$ cat src/sv/sld_pkg.sv
// ----------------------------------------------------------------------------
// sld_pkg
// Shared types and constants for the sync word / length prefixed deframer.
// ----------------------------------------------------------------------------
package sld_pkg;

	localparam int unsigned BYTE_W    = 8;
	localparam int unsigned CFG_IDX_W = 2;

	// register indexes on the configuration port
	localparam logic [CFG_IDX_W-1:0] REG_SYNC_FIRST  = 2'd0;
	localparam logic [CFG_IDX_W-1:0] REG_SYNC_SECOND = 2'd1;

	// register reset values
	localparam logic [BYTE_W-1:0] SYNC_FIRST_RST  = 8'hBE;
	localparam logic [BYTE_W-1:0] SYNC_SECOND_RST = 8'hEF;

	// deframer phase
	typedef enum logic [1:0] {
		PH_HUNT    = 2'd0,
		PH_FIRST   = 2'd1,
		PH_LENGTH  = 2'd2,
		PH_PAYLOAD = 2'd3
	} phase_t;

	// sync word setting
	typedef struct packed {
		logic [BYTE_W-1:0] sync_first;
		logic [BYTE_W-1:0] sync_second;
	} sync_cfg_t;

	// one result word
	typedef struct packed {
		logic [BYTE_W-1:0] payload_byte;
		logic [BYTE_W-1:0] byte_index;
		logic              is_last;
		logic              is_empty;
	} result_t;

endpackage

$ cat src/sv/sld_if.sv
// ----------------------------------------------------------------------------
// sld_if
// Valid/ready channels of the deframer: received bytes and result words.
// ----------------------------------------------------------------------------

// received byte channel
interface sld_byte_if import sld_pkg::*; ();
	logic              valid;
	logic              ready;
	logic [BYTE_W-1:0] rx_byte;

	modport source (output valid, output rx_byte, input ready);
	modport sink   (input valid, input rx_byte, output ready);
endinterface

// result word channel
interface sld_result_if import sld_pkg::*; ();
	logic              valid;
	logic              ready;
	logic [BYTE_W-1:0] payload_byte;
	logic [BYTE_W-1:0] byte_index;
	logic              is_last;
	logic              is_empty;

	modport source (output valid, output payload_byte, output byte_index,
		output is_last, output is_empty, input ready);
	modport sink   (input valid, input payload_byte, input byte_index,
		input is_last, input is_empty, output ready);
endinterface

$ cat src/sv/sld_frame_fsm.sv
// ----------------------------------------------------------------------------
// sld_frame_fsm
// Sync hunt, length capture and payload count. Decodes one byte per step
// and updates phase, remaining count and next index on the step edge.
// ----------------------------------------------------------------------------
module sld_frame_fsm import sld_pkg::*; (
	input  logic              clk,
	input  logic              arst_n,
	input  logic              step,
	input  logic [BYTE_W-1:0] data,
	input  sync_cfg_t         cfg,
	output logic              emit,
	output result_t           result
);

	phase_t            phase_q, phase_d;
	logic [BYTE_W-1:0] left_q, left_d;
	logic [BYTE_W-1:0] index_q, index_d;
	logic              last_byte;

	// state registers
	always_ff @(posedge clk or negedge arst_n) begin
		if (!arst_n) begin
			phase_q <= PH_HUNT;
			left_q  <= '0;
			index_q <= '0;
		end else if (step) begin
			phase_q <= phase_d;
			left_q  <= left_d;
			index_q <= index_d;
		end
	end

	// a count of one or zero ends the message
	assign last_byte = (left_q <= BYTE_W'(1));

	// next state and result
	always_comb begin
		phase_d = phase_q;
		left_d  = left_q;
		index_d = index_q;
		emit    = 1'b0;
		result  = '{payload_byte: data, byte_index: index_q,
			is_last: 1'b0, is_empty: 1'b0};
		case (phase_q)
			PH_HUNT: begin
				if (data == cfg.sync_first)
					phase_d = PH_FIRST;
			end
			PH_FIRST: begin
				// second byte wins when both sync bytes are equal
				if (data == cfg.sync_second)
					phase_d = PH_LENGTH;
				else if (data == cfg.sync_first)
					phase_d = PH_FIRST;
				else
					phase_d = PH_HUNT;
			end
			PH_LENGTH: begin
				index_d = '0;
				if (data == '0) begin
					// zero-length message
					emit    = 1'b1;
					result  = '{payload_byte: '0, byte_index: '0,
						is_last: 1'b1, is_empty: 1'b1};
					phase_d = PH_HUNT;
					left_d  = '0;
				end else begin
					left_d  = data;
					phase_d = PH_PAYLOAD;
				end
			end
			PH_PAYLOAD: begin
				emit           = 1'b1;
				result.is_last = last_byte;
				if (last_byte) begin
					phase_d = PH_HUNT;
					left_d  = '0;
					index_d = '0;
				end else begin
					left_d  = left_q - BYTE_W'(1);
					index_d = index_q + BYTE_W'(1);
				end
			end
			default: begin
				phase_d = PH_HUNT;
			end
		endcase
	end

endmodule

$ cat src/sv/sync_length_deframer_unit.sv
// ----------------------------------------------------------------------------
// sync_length_deframer_unit
// Finds a two-byte sync word in a byte stream, reads the length byte and
// passes out the payload bytes with index and last mark, or an empty word for a zero length.
// ----------------------------------------------------------------------------
//  channel  dir  handshake      payload
//  rx       in   valid/ready    rx_byte
//  tx       out  valid/ready    payload_byte, byte_index, is_last, is_empty
//  cfg      in   cfg_we         cfg_index, cfg_wdata (sync_first, sync_second)
//
//  one byte per cycle sustained while tx is not stalled; a result passes
//  through the input register, then the result register
//  arst_n clears the phase, counters and both valid flags; sync bytes
//  return to 0xBE 0xEF
//  a stalled result holds the byte in the input register; bytes that give
//  no result still drain while the result waits
// ----------------------------------------------------------------------------
module sync_length_deframer_unit import sld_pkg::*; (
	input  logic                 clk,
	input  logic                 arst_n,
	input  logic                 cfg_we,
	input  logic [CFG_IDX_W-1:0] cfg_index,
	input  logic [BYTE_W-1:0]    cfg_wdata,
	sld_byte_if.sink             rx,
	sld_result_if.source         tx
);

	sync_cfg_t         cfg_q;
	logic              valid_s1;
	logic [BYTE_W-1:0] byte_s1;
	logic              advance;
	logic              emit;
	result_t           result;
	logic              tx_valid_q;
	result_t           tx_data_q;

	// configuration registers
	always_ff @(posedge clk or negedge arst_n) begin
		if (!arst_n) begin
			cfg_q.sync_first  <= SYNC_FIRST_RST;
			cfg_q.sync_second <= SYNC_SECOND_RST;
		end else if (cfg_we) begin
			case (cfg_index)
				REG_SYNC_FIRST:  cfg_q.sync_first  <= cfg_wdata;
				REG_SYNC_SECOND: cfg_q.sync_second <= cfg_wdata;
				default: ;
			endcase
		end
	end

	// byte leaves the input register unless its result would overrun tx
	assign advance  = valid_s1 && (!emit || !tx_valid_q || tx.ready);
	assign rx.ready = !valid_s1 || advance;

	// input register
	always_ff @(posedge clk or negedge arst_n) begin
		if (!arst_n)
			valid_s1 <= 1'b0;
		else if (rx.ready)
			valid_s1 <= rx.valid;
	end

	always_ff @(posedge clk) begin
		if (rx.valid && rx.ready)
			byte_s1 <= rx.rx_byte;
	end

	// framing state
	sld_frame_fsm u_fsm (
		.clk    (clk),
		.arst_n (arst_n),
		.step   (advance),
		.data   (byte_s1),
		.cfg    (cfg_q),
		.emit   (emit),
		.result (result)
	);

	// result register
	always_ff @(posedge clk or negedge arst_n) begin
		if (!arst_n)
			tx_valid_q <= 1'b0;
		else if (advance && emit)
			tx_valid_q <= 1'b1;
		else if (tx.ready)
			tx_valid_q <= 1'b0;
	end

	always_ff @(posedge clk) begin
		if (advance && emit)
			tx_data_q <= result;
	end

	assign tx.valid        = tx_valid_q;
	assign tx.payload_byte = tx_data_q.payload_byte;
	assign tx.byte_index   = tx_data_q.byte_index;
	assign tx.is_last      = tx_data_q.is_last;
	assign tx.is_empty     = tx_data_q.is_empty;

endmodule

$ cat src/flat_wrapper.sv
// flat-port wrapper written by rule: the top's interface ports become plain ports
module sync_length_deframer_unit_flat import sld_pkg::*;
  (clk, arst_n, cfg_we, cfg_index, cfg_wdata, rx_valid, rx_rx_byte, rx_ready, tx_valid, tx_payload_byte, tx_byte_index, tx_is_last, tx_is_empty, tx_ready);
  sld_byte_if rx_i ();
  sld_result_if tx_i ();
  input  logic clk;
  input  logic arst_n;
  input  logic cfg_we;
  input  logic [CFG_IDX_W-1:0] cfg_index;
  input  logic [BYTE_W-1:0] cfg_wdata;
  input wire logic [$bits(rx_i.valid)-1:0] rx_valid;
  input wire logic [$bits(rx_i.rx_byte)-1:0] rx_rx_byte;
  output wire logic [$bits(rx_i.ready)-1:0] rx_ready;
  output wire logic [$bits(tx_i.valid)-1:0] tx_valid;
  output wire logic [$bits(tx_i.payload_byte)-1:0] tx_payload_byte;
  output wire logic [$bits(tx_i.byte_index)-1:0] tx_byte_index;
  output wire logic [$bits(tx_i.is_last)-1:0] tx_is_last;
  output wire logic [$bits(tx_i.is_empty)-1:0] tx_is_empty;
  input wire logic [$bits(tx_i.ready)-1:0] tx_ready;
  assign rx_i.valid = rx_valid;
  assign rx_i.rx_byte = rx_rx_byte;
  assign rx_ready = rx_i.ready;
  assign tx_valid = tx_i.valid;
  assign tx_payload_byte = tx_i.payload_byte;
  assign tx_byte_index = tx_i.byte_index;
  assign tx_is_last = tx_i.is_last;
  assign tx_is_empty = tx_i.is_empty;
  assign tx_i.ready = tx_ready;
  sync_length_deframer_unit u_core (.clk(clk), .arst_n(arst_n), .cfg_we(cfg_we), .cfg_index(cfg_index), .cfg_wdata(cfg_wdata), .rx(rx_i), .tx(tx_i));
endmodule
$ cat config.mk
export PLATFORM = sky130hd
export DESIGN_NAME = sync_length_deframer_unit_flat
export DESIGN_NICKNAME = d
export VERILOG_FILES = /design/src/sv/sld_pkg.sv /design/src/sv/sld_if.sv /design/src/sv/sld_frame_fsm.sv /design/src/sv/sync_length_deframer_unit.sv /design/src/flat_wrapper.sv
export SDC_FILE = /design/constraint.sdc
export NUM_CORES = 1
export LEC_CHECK = 0
export BUFFER_PORTS_ARGS = -buffer_cell sky130_fd_sc_hd__buf_4
export CAP_MARGIN = 20
export CELL_PAD_IN_SITES_DETAIL_PLACEMENT = 0
export CELL_PAD_IN_SITES_GLOBAL_PLACEMENT = 1
export CORE_MARGIN = 3
export CORE_UTILIZATION = 45
export DETAILED_ROUTE_END_ITERATION = 12
export PLACE_DENSITY_LB_ADDON = 0.1
export SLEW_MARGIN = 20
export SYNTH_ARGS = -nofsm -noshare
export SYNTH_HDL_FRONTEND = slang
export SYNTH_SLANG_ARGS = --single-unit
$ cat constraint.sdc
create_clock -name clk -period 3.1 [get_ports clk]
set_input_delay 0.62 -clock clk [delete_from_list [all_inputs] [get_ports clk]]
set_output_delay 0.62 -clock clk [all_outputs]
set_load 0.005 [all_outputs]
# Word-level counts from Yosys, hierarchy flattened
# Index checks and enable logic that the tools add are counted.
# W data, S select, Z words.
[word_totals]
out_inout_bits = 20
elab_cells = 59
regBits = 62
inputBits = 23
[op_classes]
muxes = 18
add_sub_neg = 2
order_cmp = 1
n_eq_ne = 8
n_reduce_logical = 18
[ops]
columns = ["cell", "n"]
rows = [
  ["$pmux W8 S2", 2],
  ["$mux W8", 3],
  ["$mux W18", 1],
  ["$eq A8 B8 Y1", 2],
  ["$mux W16", 1],
  ["$add A8 B1 Y8 const B", 1],
  ["$le A8 B1 Y1 const B", 1],
  ["$logic_not A8 Y1", 1],
  ["$mux W2", 4],
  ["$pmux W2 S4", 1],
  ["$sub A8 B1 Y8 const B", 1],
  ["$reduce_and A2 Y1", 3],
  ["$eq A2 B1 Y1 const B", 2],
  ["$eq A2 B2 Y1 const B", 2],
  ["$logic_not A2 Y1", 2],
  ["$mux W1", 4],
  ["$ne A2 B2 Y1 const B", 2],
  ["$pmux W1 S2", 2],
  ["$reduce_bool A2 Y1", 2],
  ["$logic_and A1 B1 Y1", 3],
  ["$logic_not A1 Y1", 3],
  ["$logic_or A1 B1 Y1", 3],
  ["$reduce_and A3 Y1", 1],
]

# Logic depth before layout (Yosys ltp)
[logic_depth]
ltp_word = 9
depth_mapped = 8
ltp_nobuf = 7

# By module
# A second synthesis with hierarchy kept.
[hier_totals]
cells_unflattened = 233
area_unflattened_um2 = 2852.7
[modules_own_cells]
columns = ["mod", "seq_area_each_um2", "area_per_inst_um2", "n_inst", "cells_per_inst"]
rows = [
  ["sync_length_deframer_unit", 1247.4, 1507.7, 1, 70],
  ["sld_frame_fsm", 450.4, 1345.0, 1, 163],
]

# Worst setup path before layout
# No wires, ideal clock.
[synth_timing]
path_kind = "input port to flip-flop"
startpoint = "in tx_ready"
endpoint = "reg u_core.tx_data_q, in the netlist u_core.tx.byte_index[0] (enable)"
path_slack_ns = 0.719
arrival_ns = 1.980
path_stages = 3
required_time_ns = 2.699
n_path_buf = 0
setup_time_ns = 0.401
cell_sequence = "nand2b_1 > o211ai_4 > a21oi_1"
[synth_between]
elab_chain_len = 3
[synth_lines]
columns = ["element", "line", "text"]
rows = [
  ["start: declaration", "flat_wrapper.sv:19", "input wire logic [$bits(tx_i.ready)-1:0] tx_ready;"],
  ["$logic_or A1 B1 Y1", "sync_length_deframer_unit.sv:52", "assign advance = valid_s1 && (!emit || !tx_valid_q || tx.ready);"],
  ["$logic_and A1 B1 Y1", "sync_length_deframer_unit.sv:52", ""],
  ["$logic_and A1 B1 Y1", "sync_length_deframer_unit.sv:90", "if (advance && emit)"],
  ["end signal: assignment", "sync_length_deframer_unit.sv:91", "tx_data_q <= result;"],
  ["end: declaration", "sync_length_deframer_unit.sv:35", "result_t tx_data_q;"],
]
# Every way passes these cells.
# A chain may end at the register's enable or synchronous reset.

# Worst setup path in the final report
[layout_timing]
startpoint = "reg u_core.byte_s1[0]"
endpoint = "out rx_ready"
[layout_between]
elab_chain_len = 8
[layout_lines]
columns = ["element", "line", "text"]
rows = [
  ["start: declaration", "sync_length_deframer_unit.sv:30", "logic [BYTE_W-1:0] byte_s1;"],
  ["start signal: assignment", "sync_length_deframer_unit.sv:65", "byte_s1 <= rx.rx_byte;"],
  ["$logic_not A8 Y1", "sld_frame_fsm.sv:61", "if (data == '0) begin"],
  ["$mux W1", "sld_frame_fsm.sv:61", ""],
  ["$pmux W1 S2", "sld_frame_fsm.sv:45", "case (phase_q)"],
  ["$logic_not A1 Y1", "sync_length_deframer_unit.sv:52", ""],
  ["$logic_or A1 B1 Y1 (2 in a row)", "sync_length_deframer_unit.sv:52", ""],
  ["$logic_and A1 B1 Y1", "sync_length_deframer_unit.sv:52", ""],
  ["$logic_or A1 B1 Y1", "sync_length_deframer_unit.sv:53", "assign rx.ready = !valid_s1 || advance;"],
  ["end: declaration", "flat_wrapper.sv:13", "output wire logic [$bits(rx_i.ready)-1:0] rx_ready;"],
]
# Every way passes these cells.

==> results.py <==
metrics = {
    "pwr": {
        "irDropWorstVdd_uv": 373.8,
        "p_leak_nw": 1.391,
        "powerDensity_nw_per_um2": 679.1,
    },
    "worst_setup_path": {
        "r2r_end": "u_core.tx.payload_byte[5]",
        "critPathBufInv": 2,
        "required_ns": 2.48,
        "crit_chain": "nor4_2 > a21oi_1 > nand3b_1 > nor2_1 > inv_1 > buf_4",
        "crit_slowest_cell": "edfxtp_1",
        "crit_end": "rx_ready",
        "startpoint": "u_core.byte_s1[0]",
        "r2r_cells": 4,
        "crit_type": "reg -> out",
        "cp_top_family": "simple AND/OR/NAND/NOR gates",
        "worstReg2RegStart": "u_core.byte_s1[0]",
        "path_depth": 6,
        "crit_path_end_kind": "primary output",
        "critPathMaxFanout": 5,
        "cp.arrival_ns": 2.01,
        "cp_slowest_stage_delay_ns": 0.50,
        "setup.worst_path.start_class": "flip-flop",
        "r2r_slack_ns": 1.01,
    },
    "clocking": {
        "cts_tree": "built",
        "cts_root_buffer": "clkbuf_8",
        "clockBufferDepth": 2,
        "insertion_delay_ns": 0.34,
        "postCtsHoldBufs": 0,
        "cts-buffers-inserted": 9,
        "ctsResizeCount": 0,
        "cts_num_sinks": 62,
        "htree_levels": 3,
        "post-cts-setup-buffers": 0,
        "path_clk_slew_ns": 0.07,
    },
    "synthesis": {
        "synth-edff-count": 26,
        "ys_top_cells_by_area": "edfxtp_1 27%, dfrtp_1 20%, dfstp_2 12%, mux2_2 6.2%, xor2_1 2.7%",
        "synth_warnings": 0,
        "ys.flop_type": "edfxtp_1",
        "syn_area_per_cell_um2": 12.23,
        "async_reset_ff_share_pct": 58.06,
        "synth_top_area_cell": "edfxtp_1",
        "ys_seq_area_share_pct": 58.59,
        "synth-seq-cells": 62,
        "ys_types": 48,
        "synthesis.nets": 263,
        "syn_area_um2": 2898,
        "synth_top_area_share_pct": 26.94,
        "synth_cells": 237,
    },
    "timing": {
        "slew_headroom_pct": 55.35,
        "tns_ns": 0,
        "worst_pin_slew_ns": 0.6684,
        "slew_viol_final": 0,
        "rsz0062_at_grt": "no",
        "period_share_pct": 84.94,
        "finalHoldViolations": 0,
        "fmax_ghz": 0.3798,
        "setup_viol": 0,
        "min_period_ns": 2.633,
        "clock-skew-final_ns": 0.01153,
    },
    "grt": {
        "met1_usage_pct": 25.28,
        "grt_pass1_wl_um": 10080,
        "grt_pass1_vias": 1933,
        "met2_usage_pct": 25.30,
        "top_usage_layer": "met2",
        "grt_max_degree": 37,
        "grt_antenna_before_repair": 0,
        "grt-ovfl-total": 0,
        "met3_usage_pct": 5.608,
        "grt_usage_pct": 18.06,
    },
    "outcome": {
        "status": "completed",
    },
    "die": {
        "dieWidth_um": 86.25,
        "ios": 43,
        "dieArea_um2": 7438,
        "rows": 28,
        "die_h_um": 86.25,
        "core_area_um2": 6061,
        "initial_core_util_pct": 47.81,
    },
    "cells_and_area": {
        "final_cells": 360,
        "seqCellArea_um2": 1698,
        "post-route-util_pct": 56.94,
        "fill_cells": 517,
        "flow.area_growth_from_synthesis_pct": 19.08,
        "layout-drive-gt1-share_pct": 36.49,
        "antenna_cells": 0,
        "final_nets": 306,
        "multiInputGateArea_um2": 1106,
    },
    "detailed_routing": {
        "drt_iter0_markers": 167,
        "final_antenna_net_count": 0,
        "dr_total_vias": 1938,
        "via_per_inst": 5.383,
        "drc": 0,
        "wl_um": 5991,
        "drt-pass1-iter-count": 5,
        "wl_per_cell_um": 16.64,
    },
    "min_path": {
        "hold_class": "in -> async",
    },
    "placed_design": {
        "placedCellCount": 344,
        "gp_congestion": 0.8259,
        "hpwlAfterDp_um": 4248,
        "port_buffers": 42,
    },
    "job": {
        "drv_cap": 0,
    },
}
-- where the power goes --
part           leakage, nW  internal [mW]  switching, mW
clock               0.0947          0.370          0.300
combinational        0.621          0.227          0.296
sequential           0.676           1.01          0.142
total                 1.39           1.61          0.738
-- worst register-to-register path: cells and delay by family (launching register included) --
kind | cells | cell delay (ns)
flops | 1 | 0.50
compound gates | 1 | 0.55
simple gates | 3 | 0.66
-- cell usage in the layout, fill, tap and decap left out, types with 3 or more instances in the layout --
cell      count
nor4_1        4
mux2_2       16
o21ai_0      13
dfrtp_1      23
ha_1          3
buf_4        46
inv_1         7
nand2_1      10
clkbuf_1      3
edfxtp_1     26
a21oi_1       8
o21ai_1       9
xor2_1        9
o31ai_1       3
and2_1       10
nor2_1       14
xnor2_1       7
nand4_1       4
nand3_1       7
dfstp_2      13
clkbuf_8      9
-- routing by layer --
metal  vias to the layer above  part of all wire (%)
met2                        52                    44
met1                       927                    48
met3                         8                   5.8
met5                         -                     0
li1                        951                     -
met4                         0                   2.0
-- how the worst min path moves through the flow --
stage	slack, ns	to
5_1_grt	0.25	u_core.cfg_q[8]
6_report	0.24	u_core.u_fsm.index_q[7]
3_3_place_gp	0.46	u_core.u_fsm.index_q[7]
4_1_cts	0.25	u_core.u_fsm.index_q[7]
2_1_floorplan	0.32	u_core.cfg_q[14]
3_5_place_dp	0.47	u_core.u_fsm.index_q[7]
-- registers in the layout, summed over array words and instances, names as in the netlist --
name	cells
u_core.byte_s1	8
u_core.cfg_q	16
u_core.tx.byte_index	8
u_core.tx.is_empty	1
u_core.tx.is_last	1
u_core.tx.payload_byte	8
u_core.tx.valid	1
u_core.u_fsm.index_q	8
u_core.u_fsm.left_q	8
u_core.u_fsm.phase_q	2
u_core.valid_s1	1
-- kinds of logic (layout without fill, tap and decap cells) --
logic type	Yosys count	in the layout	synth area share, %
DFF	62	62	58.59
buffers and inverters	21	69	3.627
AOI/OAI and AO/OA	51	51	11.74
xor gates and xnor gates	16	16	4.836
adders and majority gates	3	3	1.295
and+or+nand+nor	68	68	13.69
muxes	16	16	6.218
-- metrics by stage --
step	hold WS (ns)	power, mW	instance area (um^2)	setup slack (ns)
floorplan	0.3244	1.529	2898	0.7194
global placement	0.4592	1.685	3262	0.7246
detailed placement	0.4710	1.682	3262	0.6911
CTS	0.2489	2.355	3443	0.4450
global route	0.2521	2.500	3451	0.3024
finish	0.2447	2.344	3451	0.4669
-- area by class of cell --
type,instances,share of cell area (%)
sequential,62,49.20
multi-input combinational,154,32.05
timing repair buffer,46,10.01
clock buffer,12,3.916
tap,75,2.719
clock inverter,4,1.342
inverter,7,0.7614
-- synthesized netlist by cell type, types with 3 or more instances --
| cell | number |
|---|---|
| dfstp_2 | 13 |
| nor2_1 | 14 |
| o21ai_0 | 13 |
| buf_6 | 3 |
| mux2_2 | 16 |
| nand4_1 | 4 |
| nand2_1 | 10 |
| dfrtp_1 | 23 |
| a21oi_1 | 9 |
| o31ai_1 | 3 |
| ha_1 | 3 |
| xnor2_1 | 7 |
| and2_1 | 10 |
| edfxtp_1 | 26 |
| o21ai_1 | 9 |
| clkbuf_1 | 10 |
| nor4_1 | 4 |
| xor2_1 | 9 |
| nand3_1 | 7 |
| inv_1 | 7 |
No activity file was read; power rests on OpenSTA's default activity.
